`src/hdl/order_book_snapshot_aggregator_macros.svh`:
```
// Assertion helpers, clocked on clk_i, held off during reset.
`ifndef ORDER_BOOK_SNAPSHOT_AGGREGATOR_MACROS_SVH
`define ORDER_BOOK_SNAPSHOT_AGGREGATOR_MACROS_SVH

// same-cycle implication
`define OBSA_ASSERT_IMP(lbl, ante, cons) \
  lbl: assert property (@(posedge clk_i) disable iff (!rst_ni) (ante) |-> (cons)) \
    else $error("same-cycle check failed");

// next-cycle implication
`define OBSA_ASSERT_NXT(lbl, ante, cons) \
  lbl: assert property (@(posedge clk_i) disable iff (!rst_ni) (ante) |=> (cons)) \
    else $error("next-cycle check failed");

`endif

```
`src/hdl/obsa_pkg.sv`:
```
package obsa_pkg;

  localparam int unsigned PW = 47;  // price / quantity magnitude
  localparam int unsigned DW = 53;  // per-side depth

  localparam logic [2:0] STATUS_OK       = 3'd0;
  localparam logic [2:0] STATUS_NEG_PRICE = 3'd1;
  localparam logic [2:0] STATUS_NEG_QTY  = 3'd2;
  localparam logic [2:0] STATUS_QTY_OVF  = 3'd3;
  localparam logic [2:0] STATUS_FULL     = 3'd4;

  localparam logic SIDE_BID = 1'b0;

  // compare / add result handed to the sequencer
  typedef struct packed {
    logic          eq;      // entry price equals request price
    logic          beyond;  // request belongs before this entry
    logic          ovf;     // merged quantity exceeds 2^47-1
    logic [PW-1:0] sum;     // merged quantity
  } cmp_t;

endpackage

```
`src/hdl/obsa_alu.sv`:
```
module obsa_alu
  import obsa_pkg::*;
(
  input  logic          descend_i,
  input  logic [PW-1:0] price_i,
  input  logic [PW-1:0] qty_i,
  input  logic [PW-1:0] ent_price_i,
  input  logic [PW-1:0] ent_qty_i,
  output cmp_t          cmp_o
);

  logic [PW:0] sum;

  assign sum = {1'b0, qty_i} + {1'b0, ent_qty_i};

  always_comb begin
    cmp_o.eq     = (ent_price_i == price_i);
    cmp_o.beyond = descend_i ? (ent_price_i < price_i) : (ent_price_i > price_i);
    cmp_o.ovf    = sum[PW];
    cmp_o.sum    = sum[PW-1:0];
  end

endmodule

```
`config.mk`:
```
export PLATFORM = sky130hd
export DESIGN_NAME = obsa_alu
export DESIGN_NICKNAME = d
export VERILOG_FILES = /design/src/hdl/order_book_snapshot_aggregator_macros.svh /design/src/hdl/obsa_pkg.sv /design/src/hdl/obsa_alu.sv
export SDC_FILE = /design/constraint.sdc
export NUM_CORES = 1
export LEC_CHECK = 0
export BUFFER_PORTS_ARGS = -buffer_cell sky130_fd_sc_hd__buf_2
export CAP_MARGIN = 20
export CORE_MARGIN = 2
export CORE_UTILIZATION = 30
export DETAILED_ROUTE_END_ITERATION = 8
export GPL_TIMING_DRIVEN = 0
export SETUP_SLACK_MARGIN = 0.05
export SYNTH_ARGS = -nofsm -noshare
export SYNTH_HDL_FRONTEND = slang
export SYNTH_SLANG_ARGS = --single-unit
```
`constraint.sdc`:
```
create_clock -name vclk -period 5.5
set_clock_uncertainty 0.15 [all_clocks]
set_input_delay 0.825 -clock vclk [all_inputs]
set_output_delay 0.825 -clock vclk [all_outputs]
set_load 0.03 [all_outputs]
```
Word-level counts from Yosys, hierarchy flattened
Cells that the tools add are included.
{"block": "op_classes", "addsub": 1, "n_lt_le_gt_ge": 2, "eq_ne": 1, "muxes": 1}
{"cell": "47-bit by 47-bit adder with 48-bit output", "n": 1}
{"cell": "47-bit == test", "n": 1}
{"cell": "47-bit greater-than comparator", "n": 1}
{"cell": "47-bit < comparator", "n": 1}
{"cell": "1-bit 2-to-1 mux", "n": 1}
{"block": "word_totals", "register_bits": 0, "input_bits": 189, "out_inout_bits": 50, "elab_cells": 5}

Depth between registers and ports, before layout
Gate-level depths: netlist (run 1).
{"block": "logic_depth", "ltp_word": 2, "depth_mapped": 11, "depth_no_buf": 11}

Worst setup path before layout (run 1)
No wires, ideal clock.
{"block": "synth_path", "path_kind": "input-to-output", "start": "input port qty_i[0]", "end": "output port cmp_o[42] (netlist bit)", "arrival_time_ns": 3.673, "required_ns": 4.525, "slack_ns": 0.852, "stages": 10, "n_path_buf": 0, "cell_sequence": "ha_1 -> fa_1 -> a211o_1 -> a21oi_1 -> o21ai_2 -> a21boi_2 -> o21a_1 -> o31a_1 -> o22ai_1 -> a311oi_1"}
{"item": "start: declaration", "line": "obsa_alu.sv:6", "source": "input logic [PW-1:0] qty_i,"}
{"item": "end: declaration", "line": "obsa_alu.sv:9", "source": "output cmp_t cmp_o"}

==> qor.txt, run 1 <==
Status - completed
Worst VDD drop - 0.1017 mV
Synth Cell Area - 3940 um2
Max transition margin - 43.67%
Setup_tns - 0 ns
Initial Util - 30.97%
Slew @ Worst Pin - 0.8344 ns
Max Clk Rate - 0.2084 GHz
Hold/Removal Path Class - input pin to output pin
Mapped Avg Cell Area - 7.177 um2
Crit Path Category - input pin to output pin
CLK BUF - 0
Period utilisation layout - 87.25%
Filler cells - 1430
GRT Overall Usage - 16.50%
# IOs - 239
Post-synthesis compound-gate area fraction - 35.95%
Vias in the first global route - 4472
Post-route ant nets - 0
Drt pass-1 iters - 4
Fin Hold WS - 1.874 ns
Post-synth net total - 833
Max_cap viols - 0
IO buf count - 239
Number of synthesis warnings - 0
Most frequent cells in the layout - buf_2 (239), ha_1 (94), a21oi_1 (64)
Cell variety after synth - 59
Via/cell ratio - 4.927
Crit path DAT - 3.82 ns
Synth Area in XOR/XNOR - 9.114%
CP required - 4.53 ns
Nets - 1074
Critical Path Max Stage Delay - 0.56 ns
Layout area overhead - 35.88%
Mapped Cells - 549
Initial antenna violation count - 1
Commonest non-fill, non-tap cell in the layout - buf_2
RD Place Congestion - 0.8209
Full die area - 14070 um2
Internal Power - 0.2793 mW
Setup Buffers After CTS - 0
Main combinational cell family by area after synthesis - compound AO/OA/AOI/OAI gates
Worst Path Max Fanout - 5
Crit path from - qty_i[6]
Max-slew violations - 0
Sequential area share after synthesis - 0%
Row count - 41
Adder-Cell Fraction of Synth Area - 30.36%
Hold Buf Count CTS - 0
Clock network fraction of design power - 0%
Endpoint class of the critical path - output pin
Hold depth - 3
Psw - 0.4580 mW
Die Wd - 118.6 um
Post-DP HPWL - 11380 um
Hold path start - ent_qty_i[0]
First-pass GRT wire length - 20290 um
Post-DP Area - 5351 um2
DR WL/cell - 13.14 um
Final wirelength - 12630 um
Register Area - 0 um2
Final setup viols - 0
Crit path cell chain - buf_2, ha_1, a21o_1, a21o_1, a211oi_1, a21oi_1, o21ai_1, o311ai_0, o41ai_1, o21ai_0, xor2_1, buf_2
CP max-delay cell - o41ai_1
Post-CTS sizing - 0
Post-layout min period - 4.799 ns
Pwr/cell area - 137.7 nW/um2
Unrepaired setup endpoints after global routing - false
Final Hold Viols - 0
Worst setup SP type - input pin
Switching part of the total power - 62.12%
Layout cells sized above 1 - 32.36%
DRC viols - 0
Total grt overflow - 0
Finished Cell Area - 5354 um2
Mux share of post-synthesis cell area - 0.2858%
Initial DRC Count - 151
LEAKAGE - 3.070 nW
Post-layout util - 42.08%
Combinational Power Share - 100.0%
Seq cells - 0
Die Y - 118.6 um
Core area - 12720 um2
Largest net degree at the start of global routing - 11
Post-synthesis simple-gate area fraction - 16.39%
Via Count - 4735
Reg power frac - 0%
## through the flow
step	std cells	total power, mW	setup slack [ns]
3_3_place_gp	960	0.7359	0.6749
5_1_grt	961	0.8077	0.4305
6_report	961	0.7372	0.7014
2_1_floorplan	549	0.5146	0.8520
3_5_place_dp	960	0.7368	0.7219
4_1_cts	960	0.7413	0.6953
## power groups by stage
stage	sequential (mW)	combinational, mW	clock (mW)
3_3_place_gp	0	0.736	0
5_1_grt	0	0.808	0.0000000243
3_5_place_dp	0	0.737	0
4_1_cts	0	0.741	0
2_1_floorplan	0	0.515	0
6_report	0	0.737	0.0000000244
## cell type report
type	instances	area (um2)	share of cell area [%]
Inverter	60	225.2	4.207
Tap cell	172	215.2	4.020
Buffer	23	86.33	1.613
Multi-Input combinational cell	466	3628	67.77
Antenna cell	1	2.502	0.04674
Timing Repair Buffer	239	1196	22.34
## cell families after synthesis
family / after synthesis
buf+inv: 83
mux: 1
xor+xnor: 41
fa+ha+maj: 95
simple gates: 126
compound gates: 203
## synthesized netlist by cell type (4+ instances only)
master / n / area share (%)
o21ai_0: 21 / 2.7
nor4_1: 4 / 0.64
nand3_1: 9 / 1.1
a211oi_1: 7 / 1.3
xnor2_1: 27 / 6.0
and2_1: 4 / 0.64
nand2_1: 32 / 3.0
a21oi_1: 64 / 8.1
o21bai_1: 8 / 1.5
nand4_1: 30 / 4.8
xor2_1: 14 / 3.1
o21a_1: 6 / 1.1
a31oi_1: 4 / 0.64
nor3_1: 5 / 0.64
inv_1: 60 / 5.7
ha_1: 94 / 30
a21o_1: 54 / 10
clkbuf_1: 23 / 2.2
and4_1: 4 / 0.89
nor2_1: 24 / 2.3
## layer usage
metal / GRT usage (%) / vias up / wire (um)
li1: - / 2513 / -
met1: 21.22 / 2075 / 5635
met2: 30.78 / 143 / 6153
met3: 1.448 / 4 / 755
met4: 1.339 / 0 / 82
met5: 0 / - / 0
## critical path, delay by kind of cell
family / cells / cell delay [ns]
buffers and inverters: 2 / 0.32
adder cells (fa/ha/maj): 1 / 0.37
AO/OA/AOI/OAI: 8 / 2.16
XOR/XNOR: 1 / 0.16
## worst paths after layout
kind | slack [ns] | to
max | 0.70 | cmp_o[45]
min | 1.87 | cmp_o[0]
Power figures use the tool's default switching activity.
==> inputs of run 2 (changes only) <==
Settings changed: CORE_ASPECT_RATIO set to 0.7, REMOVE_ABC_BUFFERS set to 1.
==> run 2 against run 1 <==
Against the previous run:
- utilization decreased by 0.45 points
- non-clock buffer count decreased by 23
- worst hold slack got worse by 0.0063 ns
- sequential cell count unchanged
- first-iteration DRC count decreased by 15%
- count of clock-buffer cells in the layout unchanged
- combinational power increased by 1%
- cell count decreased by 3.2%
- critical path type unchanged
==> qor.txt, run 2 (synthesized netlist as in run 1, its figures left out) <==
Total grt overflow - 0 (unchanged)
Full die area - 14080 um2 (+0.10%)
Endpoint class of the critical path - output pin
Via Count - 4762 (+0.57%)
Non-Filler Instances - 930 (-3.2%)
Crit path from - qty_i[0]
Post-DP HPWL - 11870 um (+4.3%)
Combinational Power Share - 100.0% (about the same)
GRT met2 Usage - 29.34% (-1.4 points)
Worst setup SP type - input pin
Filler cells - 1371 (-4.1%)
Core area - 12630 um2 (-0.69%)
Period utilisation layout - 87.09% (-0.15 points)
Max transition margin - 50.24% (+6.6 points)
Initial DRC Count - 129 (-15%)
Worst VDD drop - 0.07107 mV (-30%)
CLK BUF - 0 (unchanged)
IO buf count - 239 (unchanged)
First-pass GRT wire length - 20600 um (+1.5%)
Die Y - 99.88 um (-16%)
Layout area overhead - 33.50%
Layout cells sized above 1 - 33.33% (+0.97 points)
Max-slew violations - 0 (unchanged)
Post-layout min period - 4.790 ns (-0.008449 ns)
Unrepaired setup endpoints after global routing - false
Placed insts - 927 (-3.4%)
RD Place Congestion - 0.8602 (+4.8%)
Setup Buffers After CTS - 0 (unchanged)
Max_cap viols - 0 (unchanged)
Worst Path Max Fanout - 5 (unchanged)
Via/cell ratio - 5.120 (+3.9%)
Hold Buf Count CTS - 0 (unchanged)
Finished Cell Area - 5260 um2 (-1.8%)
Nets - 1051 (-2.1%)
GR Util met3 - 3.483% (+2.0 points)
Final setup viols - 0 (unchanged)
CP required - 4.53 ns (about the same)
Post-route ant nets - 0 (unchanged)
Crit path DAT - 3.82 ns (about the same)
Clock network fraction of design power - 0% (unchanged)
Largest net degree at the start of global routing - 13 (+2)
GR Util met1 - 24.06% (+2.8 points)
Slew @ Worst Pin - 0.7367 ns (-0.09769 ns)
Commonest non-fill, non-tap cell in the layout - buf_2
GRT Overall Usage - 17.36% (+0.86 points)
Post-CTS sizing - 0 (unchanged)
Initial antenna violation count - 5 (+4)
Pre-CTS WS - 0.7547 ns (+0.03282 ns)
Row count - 34 (-17%)
Crit Path Category - input pin to output pin
Max Clk Rate - 0.2088 GHz (+0.18%)
Pwr/cell area - 141.7 nW/um2 (+2.9%)
Psw - 0.4622 mW (+0.93%)
Post-DP Area - 5253 um2 (-1.8%)
Setup_tns - 0 ns (unchanged)
Switching part of the total power - 62.03% (-0.089 points)
Initial Util - 31.18% (+0.21 points)
Final Hold Viols - 0 (unchanged)
Status - completed
LEAKAGE - 3.042 nW (-0.88%)
Seq cells - 0 (unchanged)
Hold/Removal Path Class - input pin to output pin
Reg power frac - 0% (unchanged)
# IOs - 239 (unchanged)
Register Area - 0 um2 (unchanged)
Most Crowded Layer GR - met2
Final worst slack - 0.7099 ns (+0.008449 ns)
Internal Power - 0.2829 mW (+1.3%)
DR WL/cell - 14.02 um (+6.7%)
Drt pass-1 iters - 5 (+1)
Most frequent cells in the layout - buf_2 (239), ha_1 (94), a21oi_1 (64)
Vias in the first global route - 4398 (-1.7%)
DRC viols - 0 (unchanged)
Final wirelength - 13040 um (+3.3%)
Die Wd - 141.0 um (+19%)
Critical Path End - cmp_o[34]
## run 2: metrics by stage
| stage | hold WS, ns | total power [mW] | utilization (%) |
|---|---|---|---|
| floorplan | 1.726 | 0.5137 | - |
| global placement | 1.860 | 0.7441 | 41.57 |
| detailed placement | 1.866 | 0.7442 | 41.57 |
| CTS | 1.868 | 0.7480 | 41.57 |
| global route | 1.868 | 0.8136 | 41.61 |
| finish | 1.867 | 0.7452 | 41.63 |
## run 2: worst max-delay path: stages
cell and delay (ns):
buf_2 0.10, ha_1 0.24, fa_1 0.45, a211o_1 0.30, a21oi_1 0.25, o21ai_2 0.14
a21boi_2 0.19, o21a_1 0.23, o31a_1 0.37, o21a_1 0.22, o21ai_1 0.08, xor2_1 0.18
buf_2 0.23
## run 2: power by group through the flow
| stage | Clock, mW | Combinational [mW] | Sequential [mW] |
|---|---|---|---|
| after floorplan | 0 | 0.514 | 0 |
| after global placement | 0 | 0.744 | 0 |
| after detailed placement | 0 | 0.744 | 0 |
| after CTS | 0 | 0.748 | 0 |
| after global routing | 0.0000000486 | 0.814 | 0 |
| final | 0.0000000730 | 0.745 | 0 |
## run 2: area by class of cell
cell class / count / area (um2) / share of cell area [%]
antenna: 3 / 7.507 / 0.1427
timing repair buffer: 239 / 1196 / 22.74
multi-input combinational: 466 / 3628 / 68.98
tap: 162 / 202.7 / 3.853
inverter: 60 / 225.2 / 4.282
## run 2: routing by layer
| layer | vias up | routed length (um) | part of all wire, % |
|---|---|---|---|
| met5 | - | 13 | 0.10 |
| li1 | 2480 | - | - |
| met1 | 2097 | 6260 | 48 |
| met2 | 173 | 5680 | 44 |
| met4 | 2 | 78 | 0.60 |
| met3 | 10 | 1006 | 7.7 |
## run 2: worst min path at each step
| stage | slack [ns] | end | cells after the start | startpoint |
|---|---|---|---|---|
| after floorplan | 1.73 | cmp_o[48] | 1 | descend_i |
| after global placement | 1.86 | cmp_o[0] | 3 | ent_qty_i[0] |
| after detailed placement | 1.87 | cmp_o[0] | 3 | ent_qty_i[0] |
| after CTS | 1.87 | cmp_o[0] | 3 | ent_qty_i[0] |
| after global routing | 1.87 | cmp_o[0] | 3 | ent_qty_i[0] |
| final | 1.87 | cmp_o[0] | 3 | ent_qty_i[0] |
